`config.mk`:
```
export PLATFORM = sky130hd
export DESIGN_NAME = api_frame_assembler_top_flat
export DESIGN_NICKNAME = d
export VERILOG_FILES = /design/src/rtl/afa_pkg.sv /design/src/rtl/afa_in_if.sv /design/src/rtl/afa_out_if.sv /design/src/rtl/afa_front.sv /design/src/rtl/afa_queue.sv /design/src/rtl/afa_back.sv /design/src/rtl/api_frame_assembler_top.sv /design/src/flat_wrapper.sv
export SDC_FILE = /design/constraint.sdc
export NUM_CORES = 1
export LEC_CHECK = 0
export ABC_CLOCK_PERIOD_IN_PS = 8800
export BUFFER_PORTS_ARGS = -buffer_cell sky130_fd_sc_hd__buf_2
export CAP_MARGIN = 20
export CORE_UTILIZATION = 30
export CTS_BUF_LIST = sky130_fd_sc_hd__clkbuf_4
export DETAILED_ROUTE_END_ITERATION = 8
export RECOVER_POWER = 25
export SETUP_SLACK_MARGIN = 0.4
export SKIP_CTS_REPAIR_TIMING = 1
export SLEW_MARGIN = 20
export SYNTH_ARGS = -nofsm -noshare
export SYNTH_HDL_FRONTEND = slang
export SYNTH_HIERARCHICAL = 1
export SYNTH_SLANG_ARGS = --single-unit
export TNS_END_PERCENT = 20
```
`constraint.sdc`:
```
create_clock -name clk -period 8.8 [get_ports clk]
set_input_delay 1.32 -clock clk [delete_from_list [all_inputs] [get_ports clk]]
set_output_delay 1.32 -clock clk [all_outputs]
set_load 0.01 [all_outputs]
```
`src/rtl/afa_pkg.sv`:
```
// ----------------------------------------------------------------------------
// afa_pkg
// Types and constants shared by the API frame assembler modules.
// ----------------------------------------------------------------------------
package afa_pkg;

  // Logical bytes that one item can produce before escaping.
  localparam int unsigned SlotCnt = 5;
  localparam int unsigned SlotIdxW = $clog2(SlotCnt);

  // Depth of the job queue between the front and the back end.
  localparam int unsigned QueueDepth = 2;
  localparam int unsigned QueuePtrW = $clog2(QueueDepth);
  localparam int unsigned QueueCntW = $clog2(QueueDepth + 1);

  // Item kinds.
  localparam logic CMD_HEADER  = 1'b0;
  localparam logic CMD_PAYLOAD = 1'b1;

  // Configuration register indexes.
  localparam logic [1:0] CFG_DELIMITER = 2'd0;
  localparam logic [1:0] CFG_ESCAPE    = 2'd1;
  localparam logic [1:0] CFG_XON       = 2'd2;
  localparam logic [1:0] CFG_XOFF      = 2'd3;

  // Reset values of the configuration registers.
  localparam logic [7:0] DELIMITER_RST = 8'h7E;
  localparam logic [7:0] ESCAPE_RST    = 8'h7D;
  localparam logic [7:0] XON_RST       = 8'h11;
  localparam logic [7:0] XOFF_RST      = 8'h13;

  localparam logic [7:0] ESC_XOR  = 8'h20;
  localparam logic [7:0] SUM_BASE = 8'hFF;

  typedef struct packed {
    logic [7:0] delimiter;
    logic [7:0] escape;
    logic [7:0] xon;
    logic [7:0] xoff;
  } cfg_t;

  // One queued job: the logical bytes of an item, which of them are subject
  // to escaping, the index of the last one and whether it closes the frame.
  typedef struct packed {
    logic [SlotCnt-1:0][7:0] bytes;
    logic [SlotCnt-1:0]      esc_en;
    logic [SlotIdxW-1:0]     last_idx;
    logic                    frame_end;
  } job_t;

endpackage

```
`src/rtl/afa_in_if.sv`:
```
// ----------------------------------------------------------------------------
// afa_in_if
// Input channel of the frame assembler: one header or payload item per handshake.
// ----------------------------------------------------------------------------
interface afa_in_if;
  logic        valid;
  logic        ready;
  logic        command;
  logic [7:0]  api_id;
  logic [15:0] payload_length;
  logic [7:0]  data_byte;

  modport source (output valid, command, api_id, payload_length, data_byte,
                  input ready);
  modport sink   (input valid, command, api_id, payload_length, data_byte,
                  output ready);
endinterface

```
`src/rtl/afa_out_if.sv`:
```
// ----------------------------------------------------------------------------
// afa_out_if
// Output channel of the frame assembler: one wire byte per handshake.
// ----------------------------------------------------------------------------
interface afa_out_if;
  logic       valid;
  logic       ready;
  logic [7:0] out_byte;
  logic       frame_end;
  logic       run_last;

  modport source (output valid, out_byte, frame_end, run_last, input ready);
  modport sink   (input valid, out_byte, frame_end, run_last, output ready);
endinterface

```
`src/rtl/afa_front.sv`:
```
// ----------------------------------------------------------------------------
// afa_front
// Accepts items, tracks the open frame and builds one job per header item and per payload item of an open frame.
// ----------------------------------------------------------------------------
module afa_front (
  input  logic            clk,
  input  logic            rst_n,
  afa_in_if.sink          in_ch,
  input  afa_pkg::cfg_t   cfg,
  output logic            push_valid,
  input  logic            push_ready,
  output afa_pkg::job_t   push_job
);

  logic [15:0] bytes_remaining_r, bytes_remaining_nxt;
  logic [7:0]  running_sum_r, running_sum_nxt;
  logic        frame_open_r, frame_open_nxt;

  logic [15:0] length_field;
  logic [15:0] remaining_dec;
  logic [7:0]  sum_new;
  logic        accept;

  assign in_ch.ready = push_ready;
  assign accept = in_ch.valid && push_ready;
  assign length_field = in_ch.payload_length + 16'd1;
  assign remaining_dec = bytes_remaining_r - 16'd1;
  assign sum_new = running_sum_r + in_ch.data_byte;

  always_comb begin
    push_valid = 1'b0;
    push_job = '0;
    bytes_remaining_nxt = bytes_remaining_r;
    running_sum_nxt = running_sum_r;
    frame_open_nxt = frame_open_r;
    if (accept) begin
      if (in_ch.command == afa_pkg::CMD_HEADER) begin
        push_valid = 1'b1;
        push_job.bytes[0] = cfg.delimiter;
        push_job.bytes[1] = length_field[15:8];
        push_job.bytes[2] = length_field[7:0];
        push_job.bytes[3] = in_ch.api_id;
        push_job.bytes[4] = afa_pkg::SUM_BASE - in_ch.api_id;
        // The delimiter itself goes out unescaped.
        push_job.esc_en = 5'b11110;
        running_sum_nxt = in_ch.api_id;
        if (in_ch.payload_length == 16'd0) begin
          push_job.last_idx = afa_pkg::SlotIdxW'(4);
          push_job.frame_end = 1'b1;
          frame_open_nxt = 1'b0;
          bytes_remaining_nxt = 16'd0;
        end else begin
          push_job.last_idx = afa_pkg::SlotIdxW'(3);
          frame_open_nxt = 1'b1;
          bytes_remaining_nxt = in_ch.payload_length;
        end
      end else if (frame_open_r) begin
        push_valid = 1'b1;
        push_job.bytes[0] = in_ch.data_byte;
        push_job.bytes[1] = afa_pkg::SUM_BASE - sum_new;
        push_job.esc_en = 5'b00011;
        running_sum_nxt = sum_new;
        bytes_remaining_nxt = remaining_dec;
        if (remaining_dec == 16'd0) begin
          push_job.last_idx = afa_pkg::SlotIdxW'(1);
          push_job.frame_end = 1'b1;
          frame_open_nxt = 1'b0;
        end else begin
          push_job.last_idx = afa_pkg::SlotIdxW'(0);
        end
      end
    end
  end

  always_ff @(posedge clk) begin
    if (!rst_n) begin
      bytes_remaining_r <= 16'd0;
      running_sum_r <= 8'd0;
      frame_open_r <= 1'b0;
    end else begin
      bytes_remaining_r <= bytes_remaining_nxt;
      running_sum_r <= running_sum_nxt;
      frame_open_r <= frame_open_nxt;
    end
  end

endmodule

```
`src/rtl/afa_queue.sv`:
```
// ----------------------------------------------------------------------------
// afa_queue
// Short job queue that decouples the front end from the back end.
// ----------------------------------------------------------------------------
module afa_queue (
  input  logic          clk,
  input  logic          rst_n,
  input  logic          push_valid,
  output logic          push_ready,
  input  afa_pkg::job_t push_job,
  output logic          pop_valid,
  input  logic          pop_ready,
  output afa_pkg::job_t pop_job
);

  afa_pkg::job_t entry_r [afa_pkg::QueueDepth];

  logic [afa_pkg::QueuePtrW-1:0] wr_ptr_r, wr_ptr_nxt;
  logic [afa_pkg::QueuePtrW-1:0] rd_ptr_r, rd_ptr_nxt;
  logic [afa_pkg::QueueCntW-1:0] count_r, count_nxt;
  logic                          do_push, do_pop;

  assign push_ready = (count_r != afa_pkg::QueueCntW'(afa_pkg::QueueDepth));
  assign pop_valid = (count_r != '0);
  assign pop_job = entry_r[rd_ptr_r];
  assign do_push = push_valid && push_ready;
  assign do_pop = pop_valid && pop_ready;

  always_comb begin
    wr_ptr_nxt = wr_ptr_r;
    rd_ptr_nxt = rd_ptr_r;
    count_nxt = count_r;
    if (do_push) begin
      wr_ptr_nxt = (wr_ptr_r == afa_pkg::QueuePtrW'(afa_pkg::QueueDepth - 1)) ?
                   '0 : wr_ptr_r + afa_pkg::QueuePtrW'(1);
    end
    if (do_pop) begin
      rd_ptr_nxt = (rd_ptr_r == afa_pkg::QueuePtrW'(afa_pkg::QueueDepth - 1)) ?
                   '0 : rd_ptr_r + afa_pkg::QueuePtrW'(1);
    end
    if (do_push && !do_pop) begin
      count_nxt = count_r + afa_pkg::QueueCntW'(1);
    end else if (do_pop && !do_push) begin
      count_nxt = count_r - afa_pkg::QueueCntW'(1);
    end
  end

  always_ff @(posedge clk) begin
    if (do_push) begin
      entry_r[wr_ptr_r] <= push_job;
    end
  end

  always_ff @(posedge clk) begin
    if (!rst_n) begin
      wr_ptr_r <= '0;
      rd_ptr_r <= '0;
      count_r <= '0;
    end else begin
      wr_ptr_r <= wr_ptr_nxt;
      rd_ptr_r <= rd_ptr_nxt;
      count_r <= count_nxt;
    end
  end

endmodule

```
`src/rtl/afa_back.sv`:
```
// ----------------------------------------------------------------------------
// afa_back
// Walks the current job, escapes its bytes and drives the output register.
// ----------------------------------------------------------------------------
module afa_back (
  input  logic          clk,
  input  logic          rst_n,
  input  afa_pkg::cfg_t cfg,
  input  logic          pop_valid,
  output logic          pop_ready,
  input  afa_pkg::job_t pop_job,
  afa_out_if.source     out_ch
);

  afa_pkg::job_t                cur_r, cur_nxt;
  logic [afa_pkg::SlotIdxW-1:0] idx_r, idx_nxt;
  logic                         busy_r, busy_nxt;
  logic                         prefix_sent_r, prefix_sent_nxt;
  logic                         out_valid_r, out_valid_nxt;
  logic [7:0]                   out_byte_r, out_byte_nxt;
  logic                         frame_end_r, frame_end_nxt;
  logic                         run_last_r, run_last_nxt;

  logic [7:0] cur_byte;
  logic       is_special;
  logic       need_escape;
  logic       at_last;
  logic       advance;

  assign out_ch.valid = out_valid_r;
  assign out_ch.out_byte = out_byte_r;
  assign out_ch.frame_end = frame_end_r;
  assign out_ch.run_last = run_last_r;

  assign advance = !out_valid_r || out_ch.ready;
  assign cur_byte = cur_r.bytes[idx_r];
  assign is_special = (cur_byte == cfg.delimiter) || (cur_byte == cfg.escape) ||
                      (cur_byte == cfg.xon) || (cur_byte == cfg.xoff);
  assign need_escape = cur_r.esc_en[idx_r] && is_special;
  assign at_last = (idx_r == cur_r.last_idx);

  always_comb begin
    cur_nxt = cur_r;
    idx_nxt = idx_r;
    busy_nxt = busy_r;
    prefix_sent_nxt = prefix_sent_r;
    out_valid_nxt = out_valid_r;
    out_byte_nxt = out_byte_r;
    frame_end_nxt = frame_end_r;
    run_last_nxt = run_last_r;
    pop_ready = 1'b0;
    if (busy_r) begin
      if (advance) begin
        out_valid_nxt = 1'b1;
        if (need_escape && !prefix_sent_r) begin
          out_byte_nxt = cfg.escape;
          frame_end_nxt = 1'b0;
          run_last_nxt = 1'b0;
          prefix_sent_nxt = 1'b1;
        end else begin
          out_byte_nxt = prefix_sent_r ? (cur_byte ^ afa_pkg::ESC_XOR) : cur_byte;
          frame_end_nxt = at_last && cur_r.frame_end;
          run_last_nxt = at_last;
          prefix_sent_nxt = 1'b0;
          if (at_last) begin
            // Chain straight into the next queued job to avoid a bubble.
            pop_ready = 1'b1;
            if (pop_valid) begin
              cur_nxt = pop_job;
              idx_nxt = '0;
            end else begin
              busy_nxt = 1'b0;
            end
          end else begin
            idx_nxt = idx_r + afa_pkg::SlotIdxW'(1);
          end
        end
      end
    end else begin
      if (advance) begin
        out_valid_nxt = 1'b0;
      end
      pop_ready = 1'b1;
      if (pop_valid) begin
        busy_nxt = 1'b1;
        cur_nxt = pop_job;
        idx_nxt = '0;
        prefix_sent_nxt = 1'b0;
      end
    end
  end

  always_ff @(posedge clk) begin
    cur_r <= cur_nxt;
    out_byte_r <= out_byte_nxt;
    frame_end_r <= frame_end_nxt;
    run_last_r <= run_last_nxt;
  end

  always_ff @(posedge clk) begin
    if (!rst_n) begin
      busy_r <= 1'b0;
      idx_r <= '0;
      prefix_sent_r <= 1'b0;
      out_valid_r <= 1'b0;
    end else begin
      busy_r <= busy_nxt;
      idx_r <= idx_nxt;
      prefix_sent_r <= prefix_sent_nxt;
      out_valid_r <= out_valid_nxt;
    end
  end

endmodule

```
`src/rtl/api_frame_assembler_top.sv`:
```
// ----------------------------------------------------------------------------
// api_frame_assembler_top
// Escaped API frame assembler: header and payload items in, wire bytes out.
// ----------------------------------------------------------------------------
// Usage:
//   in_ch carries items: a header item (command 0) opens a frame with api_id
//   and payload_length, a payload item (command 1) carries one data_byte.
//   out_ch carries one wire byte per handshake, with frame_end on the last
//   checksum byte and run_last on the last byte caused by an input item.
//   cfg_we/cfg_index/cfg_data write the delimiter, escape, XON and XOFF values;
//   write them only while the block is idle.
// Path: an accepted item goes into the job queue, then into the job register
//   of the back end, and its first wire byte then into the output register.
// Throughput: the back end emits one wire byte per cycle while out_ch.ready
//   is high. An item produces 1 to 9 wire bytes; a plain payload byte gives
//   one or two. A payload item with no frame open is taken and yields nothing.
// Reset: synchronous; it closes any frame, empties the two-entry job queue and
//   restores the default register values.
// Stall: when out_ch.ready is low the output byte holds; the job queue keeps
//   taking items until it fills, and then in_ch.ready drops.
module api_frame_assembler_top (
  input  logic       clk,
  input  logic       rst_n,
  afa_in_if.sink     in_ch,
  afa_out_if.source  out_ch,
  input  logic       cfg_we,
  input  logic [1:0] cfg_index,
  input  logic [7:0] cfg_data
);

  afa_pkg::cfg_t cfg_r, cfg_nxt;
  afa_pkg::job_t push_job, pop_job;
  logic          push_valid, push_ready;
  logic          pop_valid, pop_ready;

  always_comb begin
    cfg_nxt = cfg_r;
    if (cfg_we) begin
      case (cfg_index)
        afa_pkg::CFG_DELIMITER: cfg_nxt.delimiter = cfg_data;
        afa_pkg::CFG_ESCAPE:    cfg_nxt.escape = cfg_data;
        afa_pkg::CFG_XON:       cfg_nxt.xon = cfg_data;
        afa_pkg::CFG_XOFF:      cfg_nxt.xoff = cfg_data;
        default:                cfg_nxt = cfg_r;
      endcase
    end
  end

  always_ff @(posedge clk) begin
    if (!rst_n) begin
      cfg_r.delimiter <= afa_pkg::DELIMITER_RST;
      cfg_r.escape <= afa_pkg::ESCAPE_RST;
      cfg_r.xon <= afa_pkg::XON_RST;
      cfg_r.xoff <= afa_pkg::XOFF_RST;
    end else begin
      cfg_r <= cfg_nxt;
    end
  end

  afa_front u_front (
    .clk        (clk),
    .rst_n      (rst_n),
    .in_ch      (in_ch),
    .cfg        (cfg_r),
    .push_valid (push_valid),
    .push_ready (push_ready),
    .push_job   (push_job)
  );

  afa_queue u_queue (
    .clk        (clk),
    .rst_n      (rst_n),
    .push_valid (push_valid),
    .push_ready (push_ready),
    .push_job   (push_job),
    .pop_valid  (pop_valid),
    .pop_ready  (pop_ready),
    .pop_job    (pop_job)
  );

  afa_back u_back (
    .clk       (clk),
    .rst_n     (rst_n),
    .cfg       (cfg_r),
    .pop_valid (pop_valid),
    .pop_ready (pop_ready),
    .pop_job   (pop_job),
    .out_ch    (out_ch)
  );

endmodule

```
`src/flat_wrapper.sv`:
```
// flat-port wrapper written by rule: the top's interface ports become plain ports
module api_frame_assembler_top_flat 
  (clk, rst_n, cfg_we, cfg_index, cfg_data, in_ch_valid, in_ch_command, in_ch_api_id, in_ch_payload_length, in_ch_data_byte, in_ch_ready, out_ch_valid, out_ch_out_byte, out_ch_frame_end, out_ch_run_last, out_ch_ready);
  afa_in_if in_ch_i ();
  afa_out_if out_ch_i ();
  input  logic clk;
  input  logic rst_n;
  input  logic cfg_we;
  input  logic [1:0] cfg_index;
  input  logic [7:0] cfg_data;
  input wire logic [$bits(in_ch_i.valid)-1:0] in_ch_valid;
  input wire logic [$bits(in_ch_i.command)-1:0] in_ch_command;
  input wire logic [$bits(in_ch_i.api_id)-1:0] in_ch_api_id;
  input wire logic [$bits(in_ch_i.payload_length)-1:0] in_ch_payload_length;
  input wire logic [$bits(in_ch_i.data_byte)-1:0] in_ch_data_byte;
  output wire logic [$bits(in_ch_i.ready)-1:0] in_ch_ready;
  output wire logic [$bits(out_ch_i.valid)-1:0] out_ch_valid;
  output wire logic [$bits(out_ch_i.out_byte)-1:0] out_ch_out_byte;
  output wire logic [$bits(out_ch_i.frame_end)-1:0] out_ch_frame_end;
  output wire logic [$bits(out_ch_i.run_last)-1:0] out_ch_run_last;
  input wire logic [$bits(out_ch_i.ready)-1:0] out_ch_ready;
  assign in_ch_i.valid = in_ch_valid;
  assign in_ch_i.command = in_ch_command;
  assign in_ch_i.api_id = in_ch_api_id;
  assign in_ch_i.payload_length = in_ch_payload_length;
  assign in_ch_i.data_byte = in_ch_data_byte;
  assign in_ch_ready = in_ch_i.ready;
  assign out_ch_valid = out_ch_i.valid;
  assign out_ch_out_byte = out_ch_i.out_byte;
  assign out_ch_frame_end = out_ch_i.frame_end;
  assign out_ch_run_last = out_ch_i.run_last;
  assign out_ch_i.ready = out_ch_ready;
  api_frame_assembler_top u_core (.clk(clk), .rst_n(rst_n), .in_ch(in_ch_i), .out_ch(out_ch_i), .cfg_we(cfg_we), .cfg_index(cfg_index), .cfg_data(cfg_data));
endmodule
```
==> results.sh <==
export IMPL_cp_end_kind="register"
export IMPL_synthAdderAreaFrac=0.0167
export IMPL_io_pins=60
export IMPL_pwr_share_clk=0.256
export IMPL_synth_flop_cell="edfxtp_1"
export IMPL_nFillCells=3576
export IMPL_synthesis_area_um2=10900
export IMPL_synth_edf_count=157
export IMPL_clk_pin_slew_worst_paths_ns=0.07
export IMPL_synth_area_per_cell_um2=12.1
export IMPL_num_rows=69
export IMPL_grt_pass1_wl_um=40200
export IMPL_grt_setup_unrepaired="no"
export IMPL_post_place_cells=1382
export IMPL_die_h_um=193
export IMPL_ys_types=87
export IMPL_port_buffers=59
export IMPL_numCtsBuffers=56
export IMPL_hold_class="reg2reg"
export IMPL_cp_common_cell="or3_1"
export IMPL_setup_violations=0
export IMPL_p_switching_w=0.00121
export IMPL_clock_sinks=225
export IMPL_synth_simple_area_share=0.134
export IMPL_yosys_register_bits=225
export IMPL_dr_pass1_iters=7
export IMPL_timing_critical_path_from="u_core/u_back/idx_r[1]"
export IMPL_htreeDepth=2
export IMPL_route_detailed_drc=14
export IMPL_combPwrFrac=0.310
export IMPL_cp_cell_sequence="or2_0 -> o22ai_1 -> or3_1 -> a2111oi_1 -> nand4_1 -> a41oi_4 -> or2_1 -> o21ai_0 -> o21ai_1 -> ha_1 -> or3_1 -> a21boi_1"
export IMPL_grt_pass1_vias=7179
export IMPL_relSlewSlack=-0.940
export IMPL_initial_core_util=0.306
export IMPL_path_buf_inv=0
export IMPL_min_to="u_core/cfg_r[5]"
export IMPL_async_flop_share=0
export IMPL_grt_max_degree=53
export IMPL_dp_hpwl_um=17700
export IMPL_worstReg2RegStart="u_core/u_back/idx_r[1]"
export IMPL_yosys_warnings=6
export IMPL_worst_pin_slew_ns=2.91
export IMPL_crit_path_max_fanout=18
export IMPL_drv_slew=180
export IMPL_critPathMaxStageDelay_ns=0.73
export IMPL_drt_total_wl_um=26000
export IMPL_critPathArrivalTime_ns=5.39
export IMPL_crit_type="reg2reg"
export IMPL_synth_top_family_by_area="simple AND/OR/NAND/NOR gates"
export IMPL_final_cell_area_um2=12400
export IMPL_clkLatencyLatePin_ns=0.68
export IMPL_cts_tree="yes"
export IMPL_synthCells=904
export IMPL_p_seq_frac=0.433
export IMPL_instances_no_fill=1489
export IMPL_path_delay_family="simple AND/OR/NAND/NOR gates"
export IMPL_place_area_um2=11600
export IMPL_antenna_left=0
export IMPL_period_needed_ns=4.80
export IMPL_overflow=0
export IMPL_cts_root_buf="clkbuf_4"
export IMPL_drt_vias_per_instance=4.97
export IMPL_layout_drive_gt1_share=0.225
export IMPL_antenna_found_initial=1
export IMPL_leakagePower_nw=4.53
export IMPL_area_delta_synth_final_pct=13.2
export IMPL_final_nets=1042
export IMPL_status="finished with violations"
export IMPL_ys_seq_area_frac=0.556
export IMPL_cts_max_path_buffers=3
export IMPL_timing_fmax_mhz=208
export IMPL_die_w_um=193
export IMPL_gp_congestion=0.867
export IMPL_final_setup_skew_ns=0.0325
export IMPL_cap_violations=4
export IMPL_synthXorXnorAreaFrac=0.0385
export IMPL_dr_first_iter_drc_count=446
export IMPL_crit_slowest_cell="or2_0"
export IMPL_die_area_um2=37200
export IMPL_reg2reg_to="u_core/u_queue/count_r[1]"
export IMPL_hp_start="u_core/cfg_r[5]"
export IMPL_r2r_setup_slack_ns=4.00
export IMPL_core_area_um2=35700
export IMPL_p_int_w=0.00243
export IMPL_syn_nets=966
export IMPL_reg2reg_depth=12
export IMPL_crit_required_ns=9.39
export IMPL_grt_usage=0.141
export IMPL_peakVddDrop_v=0.000183
export IMPL_timing_final_crit_share=0.546
export IMPL_p_per_area_nw_per_um2=294
export IMPL_failed_checks="DRC, capacitance limit, slew limit"
export IMPL_final_common_cell="edfxtp_1"
export IMPL_finalHoldViolCount=0
export IMPL_switching_share=0.333
export IMPL_startpoint_type="register"
export IMPL_synthMuxAreaShare=0.105
export IMPL_hold_path_depth=2
export IMPL_tns_ns=0
export IMPL_synth_compound_area_share=0.113
export IMPL_final_cell_mix="157 x edfxtp_1, 87 x clkbuf_4, 68 x dfxtp_1, 58 x buf_2, 57 x nand2_1"
export IMPL_vias=7401
export IMPL_wl_per_cell_um=17.5
## layer usage
layer / part of all wire / global-route usage / up-vias
li1: - / - / 3579
met1: 0.48 / 0.196 / 3591
met2: 0.44 / 0.218 / 188
met3: 0.053 / 0.0306 / 43
met4: 0.019 / 0.0442 / 0
met5: 0 / 0 / -
## cell families after synthesis
| logic type | after synthesis |
|---|---|
| multiplexers | 106 |
| adder cells (fa/ha/maj) | 14 |
| buffers and inverters | 78 |
| flip-flops | 225 |
| AO/OA/AOI/OAI | 168 |
| XOR/XNOR | 48 |
| AND/OR/NAND/NOR | 265 |
## area by class of cell
type / instances / area [µm²] / area share
Antenna cell: 2 / 5.00 / 0.000404
Clock buffer: 87 / 653 / 0.0528
Clock inverter: 17 / 121 / 0.00981
Inverter: 27 / 101 / 0.00819
Multi-Input combinational cell: 601 / 4470 / 0.362
Sequential cell: 225 / 6080 / 0.491
Tap cell: 461 / 577 / 0.0466
Timing Repair Buffer: 69 / 365 / 0.0295
## through the flow
stage | hold slack [ns] | setup slack, ns | util | total power, W
2_1_floorplan | 0.443 | 2.57 | - | 0.00243
3_3_place_gp | 0.469 | 4.08 | 0.324 | 0.00272
3_5_place_dp | 0.473 | 4.06 | 0.324 | 0.00273
4_1_cts | 0.486 | 4.01 | 0.346 | 0.00368
5_1_grt | 0.506 | 3.56 | 0.346 | 0.00386
6_report | 0.483 | 4.00 | 0.346 | 0.00364
## worst max path at each step
stage                                      endpoint  cells after the start
after CTS                 u_core/u_queue/count_r[1]                     12
after detailed placement  u_core/u_queue/count_r[1]                     12
after floorplan              u_core/u_back/cur_r[0]                      9
after global routing      u_core/u_queue/count_r[1]                     12
final                     u_core/u_queue/count_r[1]                     12
after global placement    u_core/u_queue/count_r[1]                     12
## worst min-delay path, cell delays in order, from the launching register on
cell,delay (ns)
dfxtp_1,0.32
nand2_1,0.06
mux2i_1,0.06
## power groups by stage
stage	combinational (W)	clock (W)	sequential, W
5_1_grt	0.00124	0.00102	0.00160
2_1_floorplan	0.000839	0	0.00159
4_1_cts	0.00113	0.000967	0.00158
3_3_place_gp	0.00112	0	0.00160
3_5_place_dp	0.00113	0	0.00160
6_report	0.00113	0.000932	0.00158
## state kept, by name, summed over array words and instances, names as in the netlist, named ones only
register                          cells
u_core/u_back/out_ch.run_last         1
u_core/u_queue/count_r                2
u_core/u_queue/wr_ptr_r               1
u_core/u_back/idx_r                   3
u_core/u_back/out_ch.frame_end        1
u_core/u_back/busy_r                  1
u_core/u_back/out_ch.valid            1
u_core/u_back/out_ch.out_byte         8
u_core/u_front/running_sum_r          8
u_core/cfg_r                         32
u_core/u_front/frame_open_r           1
u_core/u_back/prefix_sent_r           1
u_core/u_back/cur_r                  49
u_core/u_front/bytes_remaining_r     16
u_core/u_queue/rd_ptr_r               1
u_core/u_queue/entry_r               98
## synth_stat cells, types with 4 or more instances
| library cell | number | area, µm² |
|---|---|---|
| nand2_1 | 57 | 214 |
| a21o_1 | 4 | 30.0 |
| buf_4 | 7 | 52.6 |
| or2_2 | 4 | 25.0 |
| edfxtp_1 | 157 | 4710 |
| o22ai_1 | 4 | 25.0 |
| a221oi_1 | 8 | 70.1 |
| a22o_1 | 7 | 61.3 |
| a211oi_1 | 6 | 45.0 |
| o221a_2 | 7 | 78.8 |
| a31oi_1 | 5 | 31.3 |
| buf_6 | 7 | 78.8 |
| o2bb2ai_1 | 4 | 35.0 |
| a21oi_1 | 24 | 120 |
| nand3_1 | 14 | 70.1 |
| and3_1 | 8 | 50.1 |
| o22a_1 | 5 | 43.8 |
| o31ai_1 | 4 | 30.0 |
| or4_1 | 4 | 30.0 |
| nand2b_1 | 6 | 37.5 |
| mux2_2 | 53 | 597 |
| ha_1 | 13 | 163 |
| a22oi_1 | 7 | 52.6 |
| inv_1 | 26 | 97.6 |
| o21a_1 | 4 | 30.0 |
| dfxtp_1 | 68 | 1360 |
| o21ai_0 | 40 | 200 |
| a21boi_0 | 4 | 30.0 |
| nor3_1 | 14 | 70.1 |
| nand4_1 | 7 | 43.8 |
| xor2_1 | 24 | 210 |
| nor3b_1 | 6 | 45.0 |
| and2_1 | 20 | 125 |
| xnor2_1 | 24 | 210 |
| nor2b_1 | 33 | 206 |
| nor2_1 | 41 | 154 |
| mux2i_1 | 51 | 510 |
| buf_2 | 15 | 75.1 |
| or3_1 | 16 | 100 |
| nor4_1 | 6 | 37.5 |
| clkbuf_1 | 21 | 78.8 |
| o32ai_1 | 8 | 70.1 |
No activity file was read; power rests on OpenSTA's default activity.
